--- src/gmt_pkg.sv ---
// Shared types, constants and helper functions of the group membership table.
package gmt_pkg;

  localparam int GROUPS = 16;
  localparam int SLOTS  = 16;
  localparam int IDS    = 256;

  localparam int GIDX_W     = (GROUPS > 1) ? $clog2(GROUPS) : 1;
  localparam int SLOT_IDX_W = (SLOTS > 1) ? $clog2(SLOTS) : 1;
  localparam int ID_W       = (IDS > 1) ? $clog2(IDS) : 1;
  localparam int COUNT_W    = $clog2(SLOTS + 1);
  localparam int OWNER_W    = $clog2(GROUPS + 1);
  localparam int MDEPTH     = GROUPS * SLOTS;
  localparam int MADDR_W    = (MDEPTH > 1) ? $clog2(MDEPTH) : 1;

  localparam logic [OWNER_W-1:0] OWNER_NONE = OWNER_W'(GROUPS);

  localparam int OP_W        = 2;
  localparam int IN_GRP_W    = 4;
  localparam int IN_ID_W     = 8;
  localparam int IN_SLOT_W   = 4;
  localparam int STATUS_W    = 2;
  localparam int OUT_COUNT_W = 5;
  localparam int OUT_RID_W   = 8;
  localparam int S_TDATA_W   = 16;
  localparam int M_TDATA_W   = 16;

  typedef enum logic [OP_W-1:0] {
    OP_CLEAR  = 2'd0,
    OP_ADD    = 2'd1,
    OP_REMOVE = 2'd2,
    OP_READ   = 2'd3
  } op_e;

  typedef enum logic [STATUS_W-1:0] {
    ST_OK       = 2'd0,
    ST_FULL     = 2'd1,
    ST_NO_GROUP = 2'd2,
    ST_BEYOND   = 2'd3
  } status_e;

  typedef struct packed {
    op_e                  op;
    logic [IN_GRP_W-1:0]  grp;
    logic [IN_ID_W-1:0]   member_id;
    logic [IN_SLOT_W-1:0] slot;
    logic                 batch_end;
  } in_item_t;

  typedef struct packed {
    status_e                status;
    logic [OUT_COUNT_W-1:0] count;
    logic [OUT_RID_W-1:0]   read_id;
    logic                   batch_done;
  } res_t;

  typedef struct packed {
    logic               we;
    logic [MADDR_W-1:0] waddr;
    logic [ID_W-1:0]    wdata;
    logic [MADDR_W-1:0] raddr;
  } mem_req_t;

  typedef struct packed {
    logic               we;
    logic [ID_W-1:0]    waddr;
    logic [OWNER_W-1:0] wdata;
    logic [ID_W-1:0]    raddr;
  } own_req_t;

  function automatic logic [GIDX_W-1:0] grp_reduce(input logic [IN_GRP_W-1:0] g);
    logic [GIDX_W-1:0] r;
    r = '0;
    for (int i = 0; i < 2**IN_GRP_W; i++) begin
      if (g == IN_GRP_W'(i)) r = GIDX_W'(i % GROUPS);
    end
    return r;
  endfunction

  function automatic logic [ID_W-1:0] id_reduce(input logic [IN_ID_W-1:0] id);
    logic [ID_W-1:0] r;
    r = '0;
    for (int i = 0; i < 2**IN_ID_W; i++) begin
      if (id == IN_ID_W'(i)) r = ID_W'(i % IDS);
    end
    return r;
  endfunction

  function automatic logic [MADDR_W-1:0] maddr(input logic [GIDX_W-1:0] grp,
                                               input logic [SLOT_IDX_W-1:0] s);
    return MADDR_W'(int'(grp) * SLOTS + int'(s));
  endfunction

endpackage

--- src/group_membership_table.sv ---
// Top level of the group membership table: memories, sequencer and result register.
// One transaction is worked on at a time. A clear walks its own group in the member memory;
// a remove, or an add of an id that is in a group, walks that id's group, one entry per cycle.
// The result register lets the next transaction be accepted while a result waits.
// After reset the owner memory is swept, one entry per cycle, before the
// first transaction is accepted; group counts clear at once.
module group_membership_table (
  input  logic                                clk_i,
  input  logic                                rst_ni,
  input  logic                                s_axis_tvalid,
  output logic                                s_axis_tready,
  // Fields from bit 0: grp[3:0], member_id[11:4], slot[15:12].
  input  logic [gmt_pkg::S_TDATA_W-1:0]       s_axis_tdata,
  // Fields from bit 0: op[1:0].
  input  logic [gmt_pkg::OP_W-1:0]            s_axis_tuser,
  input  logic                                s_axis_tlast,
  output logic                                m_axis_tvalid,
  input  logic                                m_axis_tready,
  // Fields from bit 0: count[4:0], read_id[12:5], zero fill[15:13].
  output logic [gmt_pkg::M_TDATA_W-1:0]       m_axis_tdata,
  // Fields from bit 0: status[1:0].
  output logic [gmt_pkg::STATUS_W-1:0]        m_axis_tuser,
  output logic                                m_axis_tlast
);
  import gmt_pkg::*;

  in_item_t           in_item;
  res_t               res;
  logic               res_valid;
  logic               res_ready;
  mem_req_t           mem_req;
  own_req_t           own_req;
  logic [ID_W-1:0]    mem_rdata;
  logic [OWNER_W-1:0] own_rdata;
  logic               out_valid_q;
  res_t               out_q;

  assign in_item.op        = op_e'(s_axis_tuser);
  assign in_item.grp       = s_axis_tdata[3:0];
  assign in_item.member_id = s_axis_tdata[11:4];
  assign in_item.slot      = s_axis_tdata[15:12];
  assign in_item.batch_end = s_axis_tlast;

  gmt_ram #(
    .WIDTH(ID_W),
    .DEPTH(MDEPTH)
  ) u_member_ram (
    .clk_i  (clk_i),
    .we_i   (mem_req.we),
    .waddr_i(mem_req.waddr),
    .wdata_i(mem_req.wdata),
    .raddr_i(mem_req.raddr),
    .rdata_o(mem_rdata)
  );

  gmt_ram #(
    .WIDTH(OWNER_W),
    .DEPTH(IDS)
  ) u_owner_ram (
    .clk_i  (clk_i),
    .we_i   (own_req.we),
    .waddr_i(own_req.waddr),
    .wdata_i(own_req.wdata),
    .raddr_i(own_req.raddr),
    .rdata_o(own_rdata)
  );

  gmt_core u_core (
    .clk_i      (clk_i),
    .rst_ni     (rst_ni),
    .in_valid_i (s_axis_tvalid),
    .in_ready_o (s_axis_tready),
    .in_item_i  (in_item),
    .res_valid_o(res_valid),
    .res_ready_i(res_ready),
    .res_o      (res),
    .mem_o      (mem_req),
    .mem_rdata_i(mem_rdata),
    .own_o      (own_req),
    .own_rdata_i(own_rdata)
  );

  assign res_ready = !out_valid_q || m_axis_tready;

  always_ff @(posedge clk_i or negedge rst_ni) begin
    if (!rst_ni) begin
      out_valid_q <= 1'b0;
    end else if (res_ready) begin
      out_valid_q <= res_valid;
    end
  end

  always_ff @(posedge clk_i) begin
    if (res_valid && res_ready) begin
      out_q <= res;
    end
  end

  assign m_axis_tvalid = out_valid_q;
  assign m_axis_tdata  = {3'b000, out_q.read_id, out_q.count};
  assign m_axis_tuser  = out_q.status;
  assign m_axis_tlast  = out_q.batch_done;

endmodule

--- src/gmt_ram.sv ---
// Generic single-clock RAM with one write port and one registered read port.
module gmt_ram #(
  parameter int WIDTH = 8,
  parameter int DEPTH = 256
) (
  input  logic                                  clk_i,
  input  logic                                  we_i,
  input  logic [((DEPTH > 1) ? $clog2(DEPTH) : 1)-1:0] waddr_i,
  input  logic [WIDTH-1:0]                      wdata_i,
  input  logic [((DEPTH > 1) ? $clog2(DEPTH) : 1)-1:0] raddr_i,
  output logic [WIDTH-1:0]                      rdata_o
);

  logic [WIDTH-1:0] mem_q [DEPTH];
  logic [WIDTH-1:0] rdata_q;

  always_ff @(posedge clk_i) begin
    if (we_i) begin
      mem_q[waddr_i] <= wdata_i;
    end
    rdata_q <= mem_q[raddr_i];
  end

  assign rdata_o = rdata_q;

endmodule

--- src/gmt_core.sv ---
// Operation sequencer: walks the member and owner memories and keeps the group counts.
module gmt_core (
  input  logic              clk_i,
  input  logic              rst_ni,
  input  logic              in_valid_i,
  output logic              in_ready_o,
  input  gmt_pkg::in_item_t in_item_i,
  output logic              res_valid_o,
  input  logic              res_ready_i,
  output gmt_pkg::res_t     res_o,
  output gmt_pkg::mem_req_t mem_o,
  input  logic [gmt_pkg::ID_W-1:0]    mem_rdata_i,
  output gmt_pkg::own_req_t own_o,
  input  logic [gmt_pkg::OWNER_W-1:0] own_rdata_i
);
  import gmt_pkg::*;

  typedef enum logic [9:0] {
    S_INIT    = 10'b0000000001,
    S_IDLE    = 10'b0000000010,
    S_CLR     = 10'b0000000100,
    S_ADD_OWN = 10'b0000001000,
    S_REM_OWN = 10'b0000010000,
    S_TK_SRCH = 10'b0000100000,
    S_TK_MOVE = 10'b0001000000,
    S_ADD_APP = 10'b0010000000,
    S_RD_DATA = 10'b0100000000,
    S_DONE    = 10'b1000000000
  } state_e;

  state_e               state_q, state_d;
  logic [ID_W-1:0]      init_q, init_d;
  logic [COUNT_W-1:0]   idx_q, idx_d;
  logic [COUNT_W-1:0]   pidx_q, pidx_d;
  logic [COUNT_W-1:0]   fidx_q, fidx_d;
  logic                 pend_q, pend_d;
  logic                 found_q, found_d;
  logic [GIDX_W-1:0]    og_q, og_d;
  logic [COUNT_W-1:0]   count_q [GROUPS];

  op_e                  op_q;
  logic [GIDX_W-1:0]    g_q;
  logic [ID_W-1:0]      id_q;
  logic [IN_SLOT_W-1:0] slot_q;
  logic                 batch_q;
  status_e              status_q, status_d;
  logic [COUNT_W-1:0]   rescnt_q, rescnt_d;
  logic [ID_W-1:0]      rid_q, rid_d;

  logic                 load_in;
  logic                 cnt_we;
  logic [COUNT_W-1:0]   cnt_wdata;
  logic [GIDX_W-1:0]    cur_grp;
  logic [COUNT_W-1:0]   cnt_rd;
  logic [COUNT_W-1:0]   n_last;

  assign cur_grp = (state_q inside {S_TK_SRCH, S_TK_MOVE}) ? og_q : g_q;
  assign cnt_rd  = count_q[cur_grp];
  assign n_last  = cnt_rd - COUNT_W'(1);

  always_comb begin
    state_d     = state_q;
    init_d      = init_q;
    idx_d       = idx_q;
    pidx_d      = pidx_q;
    fidx_d      = fidx_q;
    pend_d      = 1'b0;
    found_d     = found_q;
    og_d        = og_q;
    status_d    = status_q;
    rescnt_d    = rescnt_q;
    rid_d       = rid_q;
    load_in     = 1'b0;
    cnt_we      = 1'b0;
    cnt_wdata   = '0;
    mem_o       = '0;
    own_o       = '0;
    in_ready_o  = 1'b0;
    res_valid_o = 1'b0;
    case (state_q)
      S_INIT: begin
        own_o.we    = 1'b1;
        own_o.waddr = init_q;
        own_o.wdata = OWNER_NONE;
        if (init_q == ID_W'(IDS - 1)) begin
          state_d = S_IDLE;
        end else begin
          init_d = init_q + ID_W'(1);
        end
      end
      S_IDLE: begin
        in_ready_o  = 1'b1;
        own_o.raddr = id_reduce(in_item_i.member_id);
        mem_o.raddr = maddr(grp_reduce(in_item_i.grp), SLOT_IDX_W'(in_item_i.slot));
        if (in_valid_i) begin
          load_in  = 1'b1;
          idx_d    = '0;
          found_d  = 1'b0;
          status_d = ST_OK;
          rid_d    = '0;
          case (in_item_i.op)
            OP_CLEAR:  state_d = S_CLR;
            OP_ADD:    state_d = S_ADD_OWN;
            OP_REMOVE: state_d = S_REM_OWN;
            default:   state_d = S_RD_DATA;
          endcase
        end
      end
      S_CLR: begin
        if (pend_q) begin
          own_o.we    = 1'b1;
          own_o.waddr = mem_rdata_i;
          own_o.wdata = OWNER_NONE;
        end
        if (idx_q < cnt_rd) begin
          mem_o.raddr = maddr(g_q, idx_q[SLOT_IDX_W-1:0]);
          idx_d       = idx_q + COUNT_W'(1);
          pend_d      = 1'b1;
        end else if (!pend_q) begin
          cnt_we    = 1'b1;
          cnt_wdata = '0;
          rescnt_d  = '0;
          state_d   = S_DONE;
        end
      end
      S_ADD_OWN: begin
        if (cnt_rd >= COUNT_W'(SLOTS)) begin
          status_d = ST_FULL;
          rescnt_d = cnt_rd;
          state_d  = S_DONE;
        end else if (own_rdata_i < OWNER_NONE) begin
          og_d    = own_rdata_i[GIDX_W-1:0];
          state_d = S_TK_SRCH;
        end else begin
          state_d = S_ADD_APP;
        end
      end
      S_REM_OWN: begin
        if (own_rdata_i >= OWNER_NONE) begin
          status_d = ST_NO_GROUP;
          rescnt_d = '0;
          state_d  = S_DONE;
        end else begin
          og_d    = own_rdata_i[GIDX_W-1:0];
          state_d = S_TK_SRCH;
        end
      end
      S_TK_SRCH: begin
        if (pend_q && (mem_rdata_i == id_q)) begin
          found_d     = 1'b1;
          fidx_d      = pidx_q;
          mem_o.raddr = maddr(og_q, n_last[SLOT_IDX_W-1:0]);
          state_d     = S_TK_MOVE;
        end else if (idx_q < cnt_rd) begin
          mem_o.raddr = maddr(og_q, idx_q[SLOT_IDX_W-1:0]);
          pidx_d      = idx_q;
          idx_d       = idx_q + COUNT_W'(1);
          pend_d      = 1'b1;
        end else if (!pend_q) begin
          state_d = S_TK_MOVE;
        end
      end
      S_TK_MOVE: begin
        own_o.we    = 1'b1;
        own_o.waddr = id_q;
        own_o.wdata = OWNER_NONE;
        if (found_q) begin
          cnt_we    = 1'b1;
          cnt_wdata = n_last;
          rescnt_d  = n_last;
          if (fidx_q != n_last) begin
            mem_o.we    = 1'b1;
            mem_o.waddr = maddr(og_q, fidx_q[SLOT_IDX_W-1:0]);
            mem_o.wdata = mem_rdata_i;
          end
        end else begin
          rescnt_d = cnt_rd;
        end
        state_d = (op_q == OP_ADD) ? S_ADD_APP : S_DONE;
      end
      S_ADD_APP: begin
        mem_o.we    = 1'b1;
        mem_o.waddr = maddr(g_q, cnt_rd[SLOT_IDX_W-1:0]);
        mem_o.wdata = id_q;
        own_o.we    = 1'b1;
        own_o.waddr = id_q;
        own_o.wdata = OWNER_W'(g_q);
        cnt_we      = 1'b1;
        cnt_wdata   = cnt_rd + COUNT_W'(1);
        rescnt_d    = cnt_rd + COUNT_W'(1);
        state_d     = S_DONE;
      end
      S_RD_DATA: begin
        rescnt_d = cnt_rd;
        if ((int'(slot_q) >= int'(cnt_rd)) || (int'(slot_q) >= SLOTS)) begin
          status_d = ST_BEYOND;
        end else begin
          rid_d = mem_rdata_i;
        end
        state_d = S_DONE;
      end
      S_DONE: begin
        res_valid_o = 1'b1;
        if (res_ready_i) begin
          state_d = S_IDLE;
        end
      end
      default: begin
        state_d = S_IDLE;
      end
    endcase
  end

  always_ff @(posedge clk_i or negedge rst_ni) begin
    if (!rst_ni) begin
      state_q <= S_INIT;
      init_q  <= '0;
      idx_q   <= '0;
      pend_q  <= 1'b0;
      found_q <= 1'b0;
      for (int i = 0; i < GROUPS; i++) begin
        count_q[i] <= '0;
      end
    end else begin
      state_q <= state_d;
      init_q  <= init_d;
      idx_q   <= idx_d;
      pend_q  <= pend_d;
      found_q <= found_d;
      if (cnt_we) begin
        count_q[cur_grp] <= cnt_wdata;
      end
    end
  end

  always_ff @(posedge clk_i) begin
    pidx_q   <= pidx_d;
    fidx_q   <= fidx_d;
    og_q     <= og_d;
    status_q <= status_d;
    rescnt_q <= rescnt_d;
    rid_q    <= rid_d;
    if (load_in) begin
      op_q    <= in_item_i.op;
      g_q     <= grp_reduce(in_item_i.grp);
      id_q    <= id_reduce(in_item_i.member_id);
      slot_q  <= in_item_i.slot;
      batch_q <= in_item_i.batch_end;
    end
  end

  assign res_o.status     = status_q;
  assign res_o.count      = OUT_COUNT_W'(rescnt_q);
  assign res_o.read_id    = OUT_RID_W'(rid_q);
  assign res_o.batch_done = batch_q;

endmodule

--- config.mk ---
export PLATFORM = sky130hd
export DESIGN_NAME = group_membership_table
export DESIGN_NICKNAME = d
export VERILOG_FILES = /design/src/gmt_pkg.sv /design/src/group_membership_table.sv /design/src/gmt_ram.sv /design/src/gmt_core.sv
export SDC_FILE = /design/constraint.sdc
export NUM_CORES = 2
export LEC_CHECK = 0
export BUFFER_PORTS_ARGS = -buffer_cell sky130_fd_sc_hd__buf_2
export CORE_MARGIN = 1
export CORE_UTILIZATION = 50
export DETAILED_ROUTE_END_ITERATION = 16
export GPL_TIMING_DRIVEN = 0
export PLACE_DENSITY_LB_ADDON = 0.15
export SLEW_MARGIN = 20
export SYNTH_ARGS = -nofsm -noshare
export SYNTH_HDL_FRONTEND = slang
export SYNTH_HIERARCHICAL = 1
export SYNTH_SLANG_ARGS = --single-unit
--- constraint.sdc ---
create_clock -name clk_i -period 10.45 [get_ports clk_i]
set_input_delay 0.5225 -clock clk_i [delete_from_list [all_inputs] [get_ports clk_i]]
set_output_delay 0.5225 -clock clk_i [all_outputs]
set_load 0.02 [all_outputs]
After elaboration in Yosys (flattened, before gate mapping)

Memories as Yosys holds them, arrays and structs flattened. A register that Yosys moved wholly into a read port is not among the register bits.
Index checks and enable logic that the tools add are counted.

Memories: 2
Input bits: 23
Output and inout port bits: 21
RAM bits: 3328
Bits in registers: 170

Memory list:

| memory             | depth | bits a word | rd ports | clocked after memory_dff | write ports | RTL line      | text |
|---|---|---|---|---|---|---|---|
| u_member_ram.mem_q | 256   | 8           | 1        | 1                        | 1           | gmt_ram.sv:14 | `logic [WIDTH-1:0] mem_q [DEPTH];` |
| u_owner_ram.mem_q  | 256   | 5           | 1        | 1                        | 1           | gmt_ram.sv:14 |  |

Add/sub/neg operators: 10
Reductions and logical operators: 24
Mux-type cells: 344
$lt $le $gt $ge: 7
Bitwise logic cells: 3
Equality and inequality tests: 302

Operators by type and width:

| cell                                                                   | number |
|---|---|
| 8-bit 2-to-1 mux                                                       | 184 |
| 8-bit equality test (second input constant)                            | 129 |
| 8-bit by 7-bit equality test with 1-bit output (second input constant) | 64 |
| 8-bit by 6-bit equality test with 1-bit output (second input constant) | 32 |
| 6-bit 2-to-1 mux                                                       | 32 |
| 5-bit 2-to-1 mux                                                       | 28 |
| 8-bit by 5-bit equality test with 1-bit output (second input constant) | 16 |
| 10-bit 2-to-1 mux                                                      | 11 |
| 7-bit 2-to-1 mux                                                       | 15 |
| 10-bit case mux with 9 select lines                                    | 1 |
| 4-bit 2-to-1 mux                                                       | 21 |
| 80-bit bitwise mux                                                     | 1 |
| 8-bit by 4-bit equality test with 1-bit output (second input constant) | 8 |
| 14-bit case mux with 4 select lines                                    | 1 |
| 8-bit by 4-bit adder with 8-bit output                                 | 6 |
| 17-bit 2-to-1 mux                                                      | 2 |
| 17-bit case mux with 2 select lines                                    | 1 |
| 4-bit equality test (second input constant)                            | 8 |
| 8-bit by 3-bit equality test with 1-bit output (second input constant) | 4 |
| 5-bit case mux with 6 select lines                                     | 1 |
| 9-bit case mux with 3 select lines                                     | 1 |
| 3-bit 2-to-1 mux                                                       | 8 |
| 8-bit case mux with 3 select lines                                     | 1 |
| 5-bit binary-select mux with 4-bit select                              | 1 |
| 57 further kinds                                                       | 114 |

Depth between registers and ports, before layout

Depth after elaboration: 257
Mapped depth: 27
Gate-level depth less buffers: 19

By module

The synthesis kept the hierarchy.

By module, submodules not included:

| module                  | cells an instance | area each (um2) | instances |
|---|---|---|---|
| gmt_ram at u_member_ram | 3706              | 79232.2         | 1 |
| gmt_ram at u_owner_ram  | 2497              | 50284.5         | 1 |
| gmt_core                | 809               | 8809.7          | 1 |
| group_membership_table  | 24                | 560.5           | 1 |

Least setup slack after synthesis

Ideal clock, no wire load.

Kind: register to register
Start point: reg u_core.state_q[3]
End point: mem u_member_ram.mem_q[218][0], enable pin
Buffers on the path: 3
Setup slack: 0.377 ns
Cell stages (with the launch flop): 12
Setup time: 0.370 ns
Data arrival time: 9.703 ns
Required time: 10.080 ns
Cells stage by stage: dfrtp_1 > nor4_2 > clkbuf_1 > buf_1 > and3_1 > nand3b_1 > nor2_1 > a31o_1 > nor2b_1 > nand4_1 > clkbuf_1 > nor2_1

RTL lines:

| element                  | RTL line        | text |
|---|---|---|
| start: declaration       | gmt_core.sv:31  | `state_e state_q, state_d;` |
| start signal: assignment | gmt_core.sv:225 | `state_q <= state_d;` |
| end: declaration         | gmt_ram.sv:14   |  |

==> reports/results.txt <==
Critical Path RT = 11.25 ns
Slowest stage delay, CP = 1.01 ns
Ys async rst share = 0.03019
Via/cell ratio = 6.710
Post-Synth Simple-Gate Area = 0.03726
Synth cell types = 85
Warnings, synthesis = 6
Clk buf depth = 4
Area occupied by multi-input gates = 31960 um2
Startpoint Class = flip-flop
Cell count after synthesis = 7036
Critical Path Fanout Max = 10
Crit path cell chain = nor4_4, clkbuf_1, nand3_1, mux2i_2, a221o_1, o32ai_1, nor2_1, inv_1, ha_1, a21oi_1, o21ai_0, nor2_1, a221o_1, buf_2, buf_2, buf_1, mux4_2, a22oi_1, nand2_1, a211oi_1, nor4_2, buf_4
Iteration-0 DRC count of the detailed router = 13.33k
Relative slew slack = 0.1469
Setup_tns = 0 ns
I/O Pins = 44
Setup CP Type = flip-flop to flip-flop
Lkg Pwr = 45.51 nW
Initial antenna violation count = 31
Max Fclk = 0.09765 GHz
RSZ-0062 raised after global routing = no
CTS tree = done
Netlist area before placement = 138900 um2
Hold WS = 0.03832 ns
Cell row count = 193
Port Buf Inserts = 40
Tcrit/Tclk final = 0.9800
Max-cap viol count = 0
Gr usage total = 0.3106
Area grow syn2layout = 14.14%
Cts bufs inserted = 359
Vias in the first global route = 74.70k
Final Wtd Congestion = 0.9967
Initial Utilization = 0.5027
Seq/Total Area, Yosys = 0.7544
Synth Area in Adders = 0.001171
Sw frac = 0.3505
Post-synthesis mux area share = 0.1462
Comb power frac = 0.314
Clock Skew = 0.05495 ns
Final wirelength = 435900 um
Compound-gate portion of the synthesized area = 0.04121
HPWL after detailed placement = 305600 um
Peak VDD IR = 177.3 uV
ANT nets after route = 0
Root Driver = clkbuf_16
Clock Sinks = 3511
First drt pass iteration count = 9
Xor/xnor share of the synthesized area = 0.001676
Finish-stage setup viols = 0
Status = complete, no violations
Reg power frac = 0.377
Post-synth EDFFs = 3392
Fin crit period = 10.24 ns
Core footprint = 276300 um2
Most frequent cells in the layout = edfxtp_1, mux4_2, nor2_1
Routed len/inst = 37.64 um
GRT overflow = 0
DRC = 0
Power Internal = 26.85 mW
Layout cells sized above 1 = 0.2233
Post-layout total power = 41.33 mW
Top_reg_cell synth = edfxtp_1
Die span in x = 529.0 um
Sw Pwr = 14.49 mW
Clk slew on worst S/H paths = 0.06 ns
Full die area = 279900 um2
Vias = 77.71k
Clock Latency Late Sink = 0.97 ns
Pwr/cell area = 260.7 nW/um2
Clock power frac = 0.309
Die height = 529.0 um
H-tree depth = 5
WP data arrival = 11.04 ns
Worst Tran Pin Value = 1.280 ns
Min-Delay Path Class = input port to asynchronous set/reset pin
Synthesis-stage register bit count = 3511
Fill cells = 20.62k
Commonest non-fill, non-tap cell in the layout = edfxtp_1
Post-CTS setup buffers = 0
CP Capture Type = flip-flop
Largest net degree at the start of global routing = 81
Syn Area/Cell = 19.74 um2
Final number of hold-violating endpoints = 0
Slew Viols, Final = 0
Slowest library cell on the worst path = a211oi_1
Largest family of logic cells by synthesized area = multiplexers
Fin util = 0.5738
FF+latch area = 104800 um2
First-pass GRT wire length = 596900 um
Layout Nets = 7601
==> power groups by stage <==
stage / Sequential, mW / Clock, mW / Combinational [mW]
finish: 15.6 / 12.8 / 13.0
global route: 15.6 / 13.4 / 13.0
CTS: 15.6 / 12.9 / 12.5
detailed placement: 15.9 / 0 / 12.5
global placement: 16.0 / 0 / 12.2
floorplan: 15.9 / 0 / 6.67
==> logic make-up (layout without fill, tap and decap cells) <==
kind of cell / after synthesis / in the layout
AO/OA/AOI/OAI: 804 / 804
flip-flops: 3511 / 3511
multiplexers: 1050 / 1050
buffers and inverters: 500 / 1327
adder cells (fa/ha/maj): 13 / 13
XOR/XNOR: 25 / 25
other: 1 / 13
AND/OR/NAND/NOR: 1132 / 1132
==> critical path: cells and delay by family, from the launching register on <==
family | cells | cell delay (ns)
buffers and inverters | 6 | 3.06
DFF | 1 | 0.47
muxes | 2 | 1.10
and+or+nand+nor | 6 | 2.49
AOI/OAI and AO/OA | 7 | 2.58
adders and majority gates | 1 | 0.34
==> cell usage after synthesis (all sizes together), types with 9 or more instances <==
| cell type | instances | area share |
|---|---|---|
| mux2i | 229 | 0.017 |
| xnor2 | 12 | 0.00076 |
| o22ai | 60 | 0.0027 |
| and2 | 31 | 0.0014 |
| o21ai | 76 | 0.0027 |
| xor2 | 12 | 0.00076 |
| dfrtp | 105 | 0.019 |
| clkbuf | 259 | 0.0070 |
| a31oi | 13 | 0.00059 |
| nor2b | 34 | 0.0015 |
| or4 | 9 | 0.00057 |
| buf | 193 | 0.0098 |
| o211ai | 21 | 0.0011 |
| nand2b | 27 | 0.0013 |
| a21oi | 137 | 0.0049 |
| o41ai | 13 | 0.00082 |
| a21boi | 12 | 0.00065 |
| or3 | 10 | 0.00045 |
| nor3 | 44 | 0.0016 |
| edfxtp | 3392 | 0.73 |
| o32ai | 10 | 0.00063 |
| a221oi | 22 | 0.0014 |
| nand3 | 76 | 0.0027 |
| mux2 | 43 | 0.0035 |
| nor4 | 59 | 0.0028 |
| a211oi | 26 | 0.0014 |
| inv | 46 | 0.0012 |
| a222oi | 12 | 0.00086 |
| a22oi | 237 | 0.013 |
| a32o | 10 | 0.00072 |
| nor2 | 582 | 0.016 |
| o221ai | 45 | 0.0028 |
| dfxtp | 13 | 0.0019 |
| mux4 | 778 | 0.13 |
| nand4 | 54 | 0.0024 |
| a22o | 15 | 0.00095 |
| ha | 13 | 0.0012 |
| o31ai | 31 | 0.0017 |
| nand2 | 164 | 0.0044 |
==> timing repair <==
action	4_1_cts	5_1_grt
endpoints found under the hold margin	131	0
gates resized for setup	0	7
endpoints found under the setup margin	0	8
hold buffers	23	0
==> through the flow <==
stage	cell area, um2	std cells	setup WS, ns
6_report	158500	11580	0.2091
5_1_grt	158500	11570	0.07692
4_1_cts	158400	11570	0.2250
3_5_place_dp	146500	10890	0.2724
3_3_place_gp	143700	10780	-8.523
2_1_floorplan	138900	7038	0.3767
==> final timing paths <==
| path | end | slack [ns] | cells past startpoint | start |
|---|---|---|---|---|
| worst max register to register | u_member_ram/rdata_o[2] | 0.21 | 22 | u_core/state_q[3] |
| min in group clk_i | u_core/batch_q | 0.33 | 2 | s_axis_tlast |
| worst min register to register | u_core/og_q[0] | 0.41 | 0 | u_owner_ram/rdata_o[0] |
| worst min-delay path | u_core/state_q[4] | 0.04 | 2 | rst_ni |
| max in group asynchronous | u_core/count_q[68] | 9.69 | 3 | rst_ni |
| worst max-delay path | u_member_ram/rdata_o[2] | 0.21 | 22 | u_core/state_q[3] |
==> metal layers <==
layer / GRT usage / part of all wire / wire [um] / vias to the layer above
li1: - / - / - / 30240
met1: 0.4481 / 0.39 / 168600 / 41340
met2: 0.4518 / 0.44 / 191700 / 5282
met3: 0.1005 / 0.14 / 60720 / 831
met4: 0.09322 / 0.034 / 14730 / 12
met5: 0 / 0.00023 / 101 / -
==> flip-flops by register name, indices dropped and copies added (netlist names), 2 cells and up <==
signal / count
u_core/g_q: 4
u_member_ram/rdata_o: 8
u_core/id_q: 8
u_core/status_q: 2
u_member_ram/mem_q: 2048
m_axis_tdata: 13
u_core/op_q: 2
u_owner_ram/rdata_o: 5
u_core/fidx_q: 5
u_core/pidx_q: 5
u_core/state_q: 10
u_owner_ram/mem_q: 1280
u_core/og_q: 4
u_core/init_q: 8
u_core/idx_q: 5
u_core/rid_q: 8
u_core/slot_q: 4
u_core/count_q: 80
m_axis_tuser: 2
u_core/rescnt_q: 5
==> cell type report <==
type,count,area share
Antenna cell,10,0.0001579
Buffer,452,0.01537
Clock buffer,440,0.05878
Clock inverter,221,0.01507
Inverter,48,0.001137
Multi-Input combinational cell,3027,0.2016
Sequential cell,3511,0.6609
Tap cell,3705,0.02924
Timing Repair Buffer,166,0.01771
(Power assumes the default switching activity.)
